$ cat config.mk
export PLATFORM = sky130hd
export DESIGN_NAME = midpoint_line_raster_flat
export DESIGN_NICKNAME = d
export VERILOG_FILES = /design/src/design/mlr_pkg.sv /design/src/design/mlr_in_if.sv /design/src/design/mlr_out_if.sv /design/src/design/mlr_front.sv /design/src/design/mlr_queue.sv /design/src/design/mlr_back.sv /design/src/design/midpoint_line_raster.sv /design/src/flat_wrapper.sv
export SDC_FILE = /design/constraint.sdc
export NUM_CORES = 1
export LEC_CHECK = 0
export BUFFER_PORTS_ARGS = -buffer_cell sky130_fd_sc_hd__buf_2
export CAP_MARGIN = 20
export CORE_MARGIN = 3
export CORE_UTILIZATION = 34
export CTS_BUF_LIST = sky130_fd_sc_hd__clkbuf_4
export CTS_CLUSTER_SIZE = 24
export DETAILED_ROUTE_END_ITERATION = 7
export GPL_TIMING_DRIVEN = 0
export PLACE_DENSITY = 0.59
export SETUP_SLACK_MARGIN = 0.02
export SLEW_MARGIN = 20
export SYNTH_ARGS = -nofsm -noshare
export SYNTH_HDL_FRONTEND = slang
export SYNTH_SLANG_ARGS = --single-unit
$ cat constraint.sdc
create_clock -name clk -period 17 [get_ports clk]
set_clock_uncertainty 0.15 [all_clocks]
set_input_delay 3.4 -clock clk [delete_from_list [all_inputs] [get_ports clk]]
set_output_delay 3.4 -clock clk [all_outputs]
set_load 0.05 [all_outputs]
$ cat src/design/mlr_pkg.sv
// Shared types and constants for the midpoint line rasterizer.
package mlr_pkg;

    localparam int COORD_W     = 12;
    localparam int DEC_W       = COORD_W + 4;
    localparam int QUEUE_DEPTH = 4;
    localparam int QPTR_W      = $clog2(QUEUE_DEPTH);

    localparam logic OP_LOAD = 1'b0;
    localparam logic OP_STEP = 1'b1;

    typedef logic signed [COORD_W-1:0] coord_t;
    typedef logic signed [COORD_W:0]   delta_t;
    typedef logic signed [DEC_W-1:0]   dec_t;

    typedef struct packed {
        logic   is_step;
        coord_t cur_x;
        coord_t cur_y;
        coord_t major_end;
        dec_t   decision;
        dec_t   step_inc;
        dec_t   stay_dec;
        logic   steep;
        logic   y_down;
    } seg_cmd_t;

endpackage

$ cat src/design/mlr_in_if.sv
// Input channel carrying load and step items.
interface mlr_in_if;
    import mlr_pkg::*;

    logic   valid;
    logic   ready;
    logic   operation;
    coord_t x_start;
    coord_t y_start;
    coord_t x_end;
    coord_t y_end;

    modport source (output valid, operation, x_start, y_start, x_end, y_end, input ready);
    modport sink   (input valid, operation, x_start, y_start, x_end, y_end, output ready);
endinterface

$ cat src/design/mlr_out_if.sv
// Output channel carrying one pixel result per item.
interface mlr_out_if;
    import mlr_pkg::*;

    logic   valid;
    logic   ready;
    logic   pixel_valid;
    coord_t pixel_x;
    coord_t pixel_y;
    logic   last_pixel;

    modport source (output valid, pixel_valid, pixel_x, pixel_y, last_pixel, input ready);
    modport sink   (input valid, pixel_valid, pixel_x, pixel_y, last_pixel, output ready);
endinterface

$ cat src/design/mlr_front.sv
// Front end: orders endpoints and computes the segment setup.
module mlr_front (
    input  logic              clk,
    input  logic              rst_n,
    mlr_in_if.sink            cmd,
    output logic              wr_valid,
    input  logic              wr_ready,
    output mlr_pkg::seg_cmd_t wr_data
);
    import mlr_pkg::*;

    logic   stage_valid_reg, stage_valid_next;
    logic   stage_op_reg;
    coord_t stage_xa_reg, stage_ya_reg, stage_xb_reg, stage_yb_reg;
    delta_t stage_dx_reg, stage_dy_reg;

    logic   take;
    logic   swap;
    coord_t xa, ya, xb, yb;
    delta_t ady, maj, mn;
    logic   steep;

    assign cmd.ready = !stage_valid_reg || wr_ready;
    assign take      = cmd.valid && cmd.ready;

    always_comb
    begin
        swap = cmd.x_start > cmd.x_end;
        xa   = swap ? cmd.x_end   : cmd.x_start;
        ya   = swap ? cmd.y_end   : cmd.y_start;
        xb   = swap ? cmd.x_start : cmd.x_end;
        yb   = swap ? cmd.y_start : cmd.y_end;
    end

    always_comb
    begin
        stage_valid_next = stage_valid_reg;
        if (take)
        begin
            stage_valid_next = 1'b1;
        end
        else if (wr_ready)
        begin
            stage_valid_next = 1'b0;
        end
    end

    always_ff @(posedge clk or negedge rst_n)
    begin
        if (!rst_n)
        begin
            stage_valid_reg <= 1'b0;
        end
        else
        begin
            stage_valid_reg <= stage_valid_next;
        end
    end

    always_ff @(posedge clk)
    begin
        if (take)
        begin
            stage_op_reg <= cmd.operation;
            stage_xa_reg <= xa;
            stage_ya_reg <= ya;
            stage_xb_reg <= xb;
            stage_yb_reg <= yb;
            stage_dx_reg <= delta_t'(xb) - delta_t'(xa);
            stage_dy_reg <= delta_t'(yb) - delta_t'(ya);
        end
    end

    always_comb
    begin
        ady   = stage_dy_reg[COORD_W] ? -stage_dy_reg : stage_dy_reg;
        steep = ady > stage_dx_reg;
        maj   = steep ? ady : stage_dx_reg;
        mn    = steep ? stage_dx_reg : ady;

        wr_data.is_step   = (stage_op_reg == OP_STEP);
        wr_data.cur_x     = stage_xa_reg;
        wr_data.cur_y     = stage_ya_reg;
        wr_data.major_end = steep ? stage_yb_reg : stage_xb_reg;
        wr_data.decision  = dec_t'(maj) - (dec_t'(mn) <<< 1);
        wr_data.step_inc  = (dec_t'(maj) <<< 1) - (dec_t'(mn) <<< 1);
        wr_data.stay_dec  = dec_t'(mn) <<< 1;
        wr_data.steep     = steep;
        wr_data.y_down    = stage_dy_reg[COORD_W];
    end

    assign wr_valid = stage_valid_reg;

endmodule

$ cat src/design/mlr_queue.sv
// Short queue of prepared items between the front and back ends.
module mlr_queue (
    input  logic              clk,
    input  logic              rst_n,
    input  logic              wr_valid,
    output logic              wr_ready,
    input  mlr_pkg::seg_cmd_t wr_data,
    output logic              rd_valid,
    input  logic              rd_ready,
    output mlr_pkg::seg_cmd_t rd_data
);
    import mlr_pkg::*;

    seg_cmd_t            entry_reg [QUEUE_DEPTH];
    logic [QPTR_W-1:0]   wr_ptr_reg, wr_ptr_next;
    logic [QPTR_W-1:0]   rd_ptr_reg, rd_ptr_next;
    logic [QPTR_W:0]     count_reg, count_next;
    logic                push, pop;

    assign wr_ready = (count_reg != (QPTR_W+1)'(QUEUE_DEPTH));
    assign rd_valid = (count_reg != '0);
    assign push     = wr_valid && wr_ready;
    assign pop      = rd_valid && rd_ready;
    assign rd_data  = entry_reg[rd_ptr_reg];

    always_comb
    begin
        wr_ptr_next = push ? wr_ptr_reg + 1'b1 : wr_ptr_reg;
        rd_ptr_next = pop ? rd_ptr_reg + 1'b1 : rd_ptr_reg;
        count_next  = count_reg;
        if (push && !pop)
        begin
            count_next = count_reg + 1'b1;
        end
        else if (pop && !push)
        begin
            count_next = count_reg - 1'b1;
        end
    end

    always_ff @(posedge clk or negedge rst_n)
    begin
        if (!rst_n)
        begin
            wr_ptr_reg <= '0;
            rd_ptr_reg <= '0;
            count_reg  <= '0;
        end
        else
        begin
            wr_ptr_reg <= wr_ptr_next;
            rd_ptr_reg <= rd_ptr_next;
            count_reg  <= count_next;
        end
    end

    always_ff @(posedge clk)
    begin
        if (push)
        begin
            entry_reg[wr_ptr_reg] <= wr_data;
        end
    end

endmodule

$ cat src/design/mlr_back.sv
// Back end: steps the decision value and registers one pixel result per item.
module mlr_back (
    input  logic              clk,
    input  logic              rst_n,
    input  logic              rd_valid,
    output logic              rd_ready,
    input  mlr_pkg::seg_cmd_t rd_data,
    mlr_out_if.source         pix
);
    import mlr_pkg::*;

    coord_t cur_x_reg, cur_x_next;
    coord_t cur_y_reg, cur_y_next;
    coord_t major_end_reg, major_end_next;
    dec_t   decision_reg, decision_next;
    dec_t   step_inc_reg, step_inc_next;
    dec_t   stay_dec_reg, stay_dec_next;
    logic   steep_reg, steep_next;
    logic   y_down_reg, y_down_next;
    logic   drawing_reg, drawing_next;

    logic   out_valid_reg, out_valid_next;
    logic   pixel_valid_reg, pixel_valid_next;
    coord_t pixel_x_reg, pixel_x_next;
    coord_t pixel_y_reg, pixel_y_next;
    logic   last_reg, last_next;

    logic   pop;
    logic   at_end;
    coord_t y_stepped;
    logic   minor_step;

    assign rd_ready = !out_valid_reg || pix.ready;
    assign pop      = rd_valid && rd_ready;

    always_comb
    begin
        cur_x_next       = cur_x_reg;
        cur_y_next       = cur_y_reg;
        major_end_next   = major_end_reg;
        decision_next    = decision_reg;
        step_inc_next    = step_inc_reg;
        stay_dec_next    = stay_dec_reg;
        steep_next       = steep_reg;
        y_down_next      = y_down_reg;
        drawing_next     = drawing_reg;
        out_valid_next   = out_valid_reg;
        pixel_valid_next = pixel_valid_reg;
        pixel_x_next     = pixel_x_reg;
        pixel_y_next     = pixel_y_reg;
        last_next        = last_reg;

        at_end     = (steep_reg ? cur_y_reg : cur_x_reg) == major_end_reg;
        y_stepped  = y_down_reg ? cur_y_reg - coord_t'(1) : cur_y_reg + coord_t'(1);
        minor_step = decision_reg[DEC_W-1];

        if (out_valid_reg && pix.ready)
        begin
            out_valid_next = 1'b0;
        end

        if (pop)
        begin
            out_valid_next   = 1'b1;
            pixel_valid_next = 1'b0;
            pixel_x_next     = '0;
            pixel_y_next     = '0;
            last_next        = 1'b0;
            priority if (!rd_data.is_step)
            begin
                cur_x_next     = rd_data.cur_x;
                cur_y_next     = rd_data.cur_y;
                major_end_next = rd_data.major_end;
                decision_next  = rd_data.decision;
                step_inc_next  = rd_data.step_inc;
                stay_dec_next  = rd_data.stay_dec;
                steep_next     = rd_data.steep;
                y_down_next    = rd_data.y_down;
                drawing_next   = 1'b1;
            end
            else if (drawing_reg)
            begin
                pixel_valid_next = 1'b1;
                pixel_x_next     = cur_x_reg;
                pixel_y_next     = cur_y_reg;
                last_next        = at_end;
                if (at_end)
                begin
                    drawing_next = 1'b0;
                end
                else
                begin
                    decision_next = minor_step ? decision_reg + step_inc_reg
                                               : decision_reg - stay_dec_reg;
                    if (steep_reg)
                    begin
                        cur_y_next = y_stepped;
                        if (minor_step)
                        begin
                            cur_x_next = cur_x_reg + coord_t'(1);
                        end
                    end
                    else
                    begin
                        cur_x_next = cur_x_reg + coord_t'(1);
                        if (minor_step)
                        begin
                            cur_y_next = y_stepped;
                        end
                    end
                end
            end
            else
            begin
                drawing_next = 1'b0;
            end
        end
    end

    always_ff @(posedge clk or negedge rst_n)
    begin
        if (!rst_n)
        begin
            cur_x_reg       <= '0;
            cur_y_reg       <= '0;
            major_end_reg   <= '0;
            decision_reg    <= '0;
            step_inc_reg    <= '0;
            stay_dec_reg    <= '0;
            steep_reg       <= 1'b0;
            y_down_reg      <= 1'b0;
            drawing_reg     <= 1'b0;
            out_valid_reg   <= 1'b0;
        end
        else
        begin
            cur_x_reg       <= cur_x_next;
            cur_y_reg       <= cur_y_next;
            major_end_reg   <= major_end_next;
            decision_reg    <= decision_next;
            step_inc_reg    <= step_inc_next;
            stay_dec_reg    <= stay_dec_next;
            steep_reg       <= steep_next;
            y_down_reg      <= y_down_next;
            drawing_reg     <= drawing_next;
            out_valid_reg   <= out_valid_next;
        end
    end

    always_ff @(posedge clk)
    begin
        pixel_valid_reg <= pixel_valid_next;
        pixel_x_reg     <= pixel_x_next;
        pixel_y_reg     <= pixel_y_next;
        last_reg        <= last_next;
    end

    assign pix.valid       = out_valid_reg;
    assign pix.pixel_valid = pixel_valid_reg;
    assign pix.pixel_x     = pixel_x_reg;
    assign pix.pixel_y     = pixel_y_reg;
    assign pix.last_pixel  = last_reg;

endmodule

$ cat src/design/midpoint_line_raster.sv
// Top level of the midpoint line rasterizer.
// The cmd channel takes items: operation 0 loads a segment from two signed
// endpoints, operation 1 asks for the next pixel of the current segment.
// Every item gives exactly one result item on the pix channel, in order.
// A load, or a step with no segment in progress, gives a result with
// pixel_valid low and all other fields zero. A step on an active segment
// gives the next pixel, with last_pixel high on the segment's final endpoint.
// An accepted item is registered in the setup stage of the front end, then
// written into the queue, then popped into the output register of the back
// end, where its result appears.
// Throughput is one item per cycle while pix.ready is not held low, with the
// back end's add-and-compare step on the decision value done for each item.
// A four-entry queue sits between the front and back ends. When the receiver
// holds pix.ready low, the output register keeps its result, the queue fills,
// and cmd.ready falls once the queue and the setup stage are both full.
// Reset empties the queue and the output register and leaves no segment
// loaded; the first result after reset comes from the first accepted item.
module midpoint_line_raster (
    input  logic   clk,
    input  logic   rst_n,
    mlr_in_if.sink cmd,
    mlr_out_if.source pix
);
    import mlr_pkg::*;

    logic     q_wr_valid, q_wr_ready;
    seg_cmd_t q_wr_data;
    logic     q_rd_valid, q_rd_ready;
    seg_cmd_t q_rd_data;

    mlr_front u_front (
        .clk      (clk),
        .rst_n    (rst_n),
        .cmd      (cmd),
        .wr_valid (q_wr_valid),
        .wr_ready (q_wr_ready),
        .wr_data  (q_wr_data)
    );

    mlr_queue u_queue (
        .clk      (clk),
        .rst_n    (rst_n),
        .wr_valid (q_wr_valid),
        .wr_ready (q_wr_ready),
        .wr_data  (q_wr_data),
        .rd_valid (q_rd_valid),
        .rd_ready (q_rd_ready),
        .rd_data  (q_rd_data)
    );

    mlr_back u_back (
        .clk      (clk),
        .rst_n    (rst_n),
        .rd_valid (q_rd_valid),
        .rd_ready (q_rd_ready),
        .rd_data  (q_rd_data),
        .pix      (pix)
    );

`ifndef ASSERT_OFF
    property p_blank_result_is_zero;
        @(posedge clk) disable iff (!rst_n)
        (pix.valid && !pix.pixel_valid) |->
            (pix.pixel_x == '0 && pix.pixel_y == '0 && !pix.last_pixel);
    endproperty
    a_blank_result_is_zero: assert property (p_blank_result_is_zero)
        else $error("Result without a pixel carries nonzero fields.");

    property p_last_needs_pixel;
        @(posedge clk) disable iff (!rst_n)
        (pix.valid && pix.last_pixel) |-> pix.pixel_valid;
    endproperty
    a_last_needs_pixel: assert property (p_last_needs_pixel)
        else $error("Last-pixel flag set on a result without a pixel.");

    property p_load_gives_blank;
        @(posedge clk) disable iff (!rst_n)
        (q_rd_valid && q_rd_ready && !q_rd_data.is_step) |=>
            (pix.valid && !pix.pixel_valid);
    endproperty
    a_load_gives_blank: assert property (p_load_gives_blank)
        else $error("A load item did not produce a blank result.");
`endif

endmodule

$ cat src/flat_wrapper.sv
// flat-port wrapper written by rule: the top's interface ports become plain ports
module midpoint_line_raster_flat import mlr_pkg::*;
  (clk, rst_n, cmd_valid, cmd_operation, cmd_x_start, cmd_y_start, cmd_x_end, cmd_y_end, cmd_ready, pix_valid, pix_pixel_valid, pix_pixel_x, pix_pixel_y, pix_last_pixel, pix_ready);
  mlr_in_if cmd_i ();
  mlr_out_if pix_i ();
  input  logic clk;
  input  logic rst_n;
  input wire logic [$bits(cmd_i.valid)-1:0] cmd_valid;
  input wire logic [$bits(cmd_i.operation)-1:0] cmd_operation;
  input wire logic [$bits(cmd_i.x_start)-1:0] cmd_x_start;
  input wire logic [$bits(cmd_i.y_start)-1:0] cmd_y_start;
  input wire logic [$bits(cmd_i.x_end)-1:0] cmd_x_end;
  input wire logic [$bits(cmd_i.y_end)-1:0] cmd_y_end;
  output wire logic [$bits(cmd_i.ready)-1:0] cmd_ready;
  output wire logic [$bits(pix_i.valid)-1:0] pix_valid;
  output wire logic [$bits(pix_i.pixel_valid)-1:0] pix_pixel_valid;
  output wire logic [$bits(pix_i.pixel_x)-1:0] pix_pixel_x;
  output wire logic [$bits(pix_i.pixel_y)-1:0] pix_pixel_y;
  output wire logic [$bits(pix_i.last_pixel)-1:0] pix_last_pixel;
  input wire logic [$bits(pix_i.ready)-1:0] pix_ready;
  assign cmd_i.valid = cmd_valid;
  assign cmd_i.operation = cmd_operation;
  assign cmd_i.x_start = cmd_x_start;
  assign cmd_i.y_start = cmd_y_start;
  assign cmd_i.x_end = cmd_x_end;
  assign cmd_i.y_end = cmd_y_end;
  assign cmd_ready = cmd_i.ready;
  assign pix_valid = pix_i.valid;
  assign pix_pixel_valid = pix_i.pixel_valid;
  assign pix_pixel_x = pix_i.pixel_x;
  assign pix_pixel_y = pix_i.pixel_y;
  assign pix_last_pixel = pix_i.last_pixel;
  assign pix_i.ready = pix_ready;
  midpoint_line_raster u_core (.clk(clk), .rst_n(rst_n), .cmd(cmd_i), .pix(pix_i));
endmodule
After elaboration in Yosys (flattened, before gate mapping)

Memory sizes are Yosys's and may differ from the RTL's.
Cells that the tools add are included.

RAM bits: 344
Memories kept: 1
Word-level logic and storage cells: 106
Register bits: 197

Memory list:

| memory                   | depth | bits a word | read ports | clocked after memory_dff | wr ports | RTL line        | source |
|---|---|---|---|---|---|---|---|
| u_core.u_queue.entry_reg | 4     | 86          | 1          | 0                        | 1        | mlr_queue.sv:14 | `seg_cmd_t entry_reg [QUEUE_DEPTH];` |

Magnitude comparators: 2
Bitwise logic cells: 1
Add/subtract/negate cells: 14
Reduce and logical (&&, ||, !) cells: 21
Muxes and demuxes: 36
Equality and inequality tests: 6

Operator list:

| operator                                                              | number |
|---|---|
| 12-bit 2-to-1 mux                                                     | 17 |
| 16-bit 2-to-1 mux                                                     | 4 |
| 13-bit 2-to-1 mux                                                     | 3 |
| 12-bit by 12-bit subtractor with 13-bit output                        | 2 |
| 12-bit by 2-bit adder with 12-bit output (second input constant)      | 2 |
| 16-bit adder                                                          | 1 |
| 16-bit subtractor                                                     | 1 |
| 13-bit by 14-bit subtractor with 15-bit output                        | 1 |
| 14-bit by 14-bit subtractor with 15-bit output                        | 1 |
| 13-bit greater-than comparator                                        | 1 |
| 13-bit negation                                                       | 1 |
| 12-bit equality test                                                  | 1 |
| 12-bit greater-than comparator                                        | 1 |
| 12-bit by 2-bit subtractor with 12-bit output (second input constant) | 1 |
| 1-bit 2-to-1 mux                                                      | 10 |
| 4-bit AND reduction                                                   | 2 |
| 1-bit logical AND                                                     | 6 |
| 3-bit 2-to-1 mux                                                      | 2 |
| 3-bit inequality test (second input constant)                         | 2 |
| 2-bit nonzero test                                                    | 3 |
| 2-bit by 1-bit adder with 2-bit output (second input constant)        | 2 |
| 1-bit logical NOT                                                     | 4 |
| 2-bit AND reduction                                                   | 2 |
| 3-bit by 1-bit adder with 3-bit output (second input constant)        | 1 |
| 8 further kinds                                                       | 9 |

Depth between registers and ports, before layout

Word-level depth: 7
Mapped depth: 33
Depth with buffers taken out: 30

Hierarchy

A second synthesis with hierarchy kept.

Cell total of the unflattened synthesis: 2116
Area total of the unflattened synthesis: 26576.7 um2

Modules (own cells, without submodules):

| module    | seq. area each (um2) | times used | cells an instance | area each (um2) |
|---|---|---|---|---|
| mlr_queue | 10625.2              | 1          | 490               | 12953.7 |
| mlr_front | 2277.2               | 1          | 890               | 6988.0 |
| mlr_back  | 2982.9               | 1          | 736               | 6635.1 |

Least setup slack after synthesis

No wires, ideal clock.

Kind: input to register
From: input port cmd_x_end[3]
To: register u_core.u_front.stage_dy_reg[10], data pin
Arrival: 6875 ps
Setup time: 268 ps
Slack: 9708 ps
Required time: 16582 ps
Stages: 20
Cell sequence: inv_1 ha_1 nand2_1 o21bai_1 a2111o_1 a21oi_4 buf_6 buf_4 buf_2 buf_2 buf_2 nand2_1 o22a_1 ha_1 a21oi_1 o41ai_2 o21ai_1 a31oi_2 a31oi_1 xor2_1

Word-level cells in the longest chain between the ends: 3

Ends and longest elaborated chain:

| what                                             | RTL line                         | source |
|---|---|---|
| start: declaration                               | flat_wrapper.sv:12               | `input wire logic [$bits(cmd_i.x_end)-1:0] cmd_x_end;` |
| 12-bit greater-than comparator *                 | mlr_front.sv:28                  | `swap = cmd.x_start > cmd.x_end;` |
| 12-bit 2-to-1 mux (on tied branches)             | mlr_front.sv:32, mlr_front.sv:30 |  |
| 12-bit by 12-bit subtractor with 13-bit output * | mlr_front.sv:70                  | `stage_dy_reg <= delta_t'(yb) - delta_t'(ya);` |
| end signal: assignment                           | mlr_front.sv:70                  |  |
| end: declaration                                 | mlr_front.sv:15                  | `delta_t stage_dx_reg, stage_dy_reg;` |

Every way passes the cells marked *; elsewhere a longest branch is shown, timed or not.
A chain may end at the register's enable or synchronous reset.

==> results_dict.tcl <==
set metrics [dict create \
    status "finished clean" \
    synth_nets 2042 \
    crit_slowest_cell "buf_1" \
    worst_setup_path_start_kind "flop" \
    antenna_found_initial 2 \
    avgRoutedWirePerCell_um 20.3 \
    grt_remaining_overflow 0 \
    postCtsSetupRepairBufs 0 \
    crit_path_end_kind "flop" \
    syn_avg_cell_area_sq_um 13.0 \
    vias 16500 \
    drc 0 \
    regToRegSetupSlack_ns 8.52 \
    slowest_delay_ns 0.58 \
    drtIter0Drc 1183 \
    start_util 0.345 \
    grt_pass1_wl_um 99500 \
    yosysWarnings 0 \
    gp_congestion 0.880 \
    std_cell_rows 98 \
    core-area_sq_um 71900 \
    htree_levels 4 \
    grt_max_degree 62 \
    synth.yosys.seq_area_share 0.601 \
    layout-drive-gt1-share 0.199 \
    hold_path.class "flop to flop" \
    leakagePower_nw 10.7 \
    layout_commonest_cell "edfxtp_1" \
    syn_inst 1912 \
    grt_setup_unrepaired "no" \
    vias_per_cell 5.18 \
    vdd_drop_max_mv 0.0763 \
    layout_common_cells "421 x edfxtp_1, 221 x nand2_1, 185 x clkbuf_4" \
    synth_edf_count 421 \
    synth.area.top_cells "edfxtp_1 51%, dfrtp_1 9.1%, mux4_2 7.2%, ha_1 3.7%, nand2_1 3.3%" \
    finalSetupViolCount 0 \
    cts_hold_buf 0 \
    final_nets 2262 \
    report.final.slew_viol_count 0 \
    dr.pass1.iters 7 \
    synth.distinct_cells 86 \
    clk_pin_slew_ns 0.07 \
    largest_reg_flops 320 \
    reg2reg_depth 27 \
    final_antenna_net_count 0 \
    track_usage 0.169 \
    swShare 0.402 \
    reg2reg_from "u_core.u_front.stage_dy_reg[4]" \
    finalHoldViolations 0 \
    max-clock-path-buffers 3 \
    setup_tns_ns 0 \
    critPathBufInv 4 \
    synthFlopType "edfxtp_1" \
    cts_tree "done" \
    internal_power_mw 3.53 \
    finalHoldWorstSlack_ns 0.337 \
    timing.final.crit_period_ns 8.48 \
    power_frac_seq 0.371 \
    area_growth_pct 14.0 \
    clockPowerShare 0.177 \
    crit_type "flop to flop" \
    clock.fmax_mhz 118 \
    insertion_delay_ns 0.94 \
    first_global_vias 16700 \
    power.density_nw_per_um2 209 \
    die_w_um 276 \
    numPortBuffers 76 \
    min_from "u_core.u_front.stage_xa_reg[9]" \
    power_mw 5.91 \
    wirelength_um 64400 \
    die_h_um 276 \
    worst_ep_required_time_ns 17.49 \
    crit_family "compound AO/OA/AOI/OAI gates" \
    cts.repair.resized 0 \
    worst_pin_slew_ns 1.00 \
    combPwrFrac 0.452 \
    post-dp-hpwl_um 47100 \
    r2r_end "u_core.u_queue.entry_reg[3][45]" \
    drv_cap 0 \
    holdPathEnd "u_core.u_queue.entry_reg[0][82]" \
    p_switching_mw 2.38 \
    clkSinkCount 511 \
    nFillCells 6909 \
    worstPathArrival_ns 8.97 \
    syn_area_sq_um 24800 \
    io_pins 81 \
    synth_top_area_cell "edfxtp_1" \
    cts_made_buffers 134 \
    die-area_sq_um 76200 \
    synth_top_area_frac 0.510 \
    cp_max_fo 10 \
    relSlewSlack 0.330 \
    holdPathStages 0 \
    period_share 0.499 \
    root_buffer "clkbuf_4" \
    synthArstFlopShare 0.176 \
    ys_ff_latch 511 \
]
cell usage after synthesis, types with 17 or more instances:
library cell / count
nand2b_1: 17
edfxtp_1: 421
nor2_1: 95
o21ai_0: 132
inv_1: 102
nor2b_1: 27
xnor2_1: 56
nand2_1: 221
mux4_2: 79
mux2_2: 42
xor2_1: 37
mux2i_1: 26
a21oi_1: 98
dfrtp_1: 90
a21o_1: 22
ha_1: 73
and3_1: 31
clkbuf_1: 55
nor3_1: 27
nand3_1: 25
area by class of cell:
type	count	area [sq um]	share of cell area
Multi-Input combinational cell	1216	9190	0.325
Clock buffer	185	1390	0.0492
Timing Repair Buffer	84	578	0.0205
Tap cell	950	1190	0.0421
Sequential cell	511	14900	0.527
Antenna cell	4	10.0	0.000354
Inverter	104	390	0.0138
Clock inverter	46	280	0.00992
Buffer	81	330	0.0117
kinds of logic (layout without fill, tap and decap cells):
family / Yosys count / in the layout / share of synthesized area
AO/OA/AOI/OAI: 397 / 397 / 0.101
XOR/XNOR: 93 / 93 / 0.0329
adder cells (fa/ha/maj): 85 / 85 / 0.0433
buffers and inverters: 185 / 500 / 0.0291
flip-flops: 511 / 511 / 0.601
multiplexers: 148 / 148 / 0.102
other: 0 / 4 / 0
AND/OR/NAND/NOR: 493 / 493 / 0.0909
power by group through the flow:
stage | combinational [mW] | sequential, mW | clock [mW]
5_1_grt | 2.94 | 2.23 | 1.16
3_5_place_dp | 2.66 | 2.22 | 0
3_3_place_gp | 2.57 | 2.23 | 0
4_1_cts | 2.68 | 2.20 | 1.08
2_1_floorplan | 1.76 | 2.25 | 0
6_report | 2.67 | 2.19 | 1.04
routing by layer:
layer,vias to the layer above,track usage,routed length [um]
li1,7678,-,-
met1,8252,0.232,29600
met2,456,0.263,29700
met3,96,0.0383,3470
met4,0,0.0631,1640
met5,-,0,0
worst max path at each step:
stage,from,end,slack (ns),cells past startpoint
final,u_core.u_front.stage_dy_reg[4],u_core.u_queue.entry_reg[3][45],8.52,27
after global routing,u_core.u_front.stage_dy_reg[4],u_core.u_queue.entry_reg[3][45],7.77,27
after CTS,u_core.u_front.stage_dy_reg[4],u_core.u_queue.entry_reg[3][45],8.57,27
after detailed placement,u_core.u_front.stage_dy_reg[4],u_core.u_queue.entry_reg[2][45],8.66,27
after global placement,u_core.u_front.stage_dy_reg[4],u_core.u_queue.entry_reg[0][45],8.80,27
after floorplan,cmd_x_end[3],u_core.u_front.stage_dy_reg[10],9.71,20
per-stage QoR:
stage | util | setup WS (ns) | instance area [sq um] | cells
floorplan | - | 9.71 | 24800 | 1912
global placement | 0.367 | 8.80 | 26400 | 2938
detailed placement | 0.369 | 8.66 | 26500 | 2944
CTS | 0.393 | 8.57 | 28200 | 3175
global route | 0.393 | 7.77 | 28200 | 3181
finish | 0.393 | 8.52 | 28200 | 3181
Power figures use the tool's default switching activity.
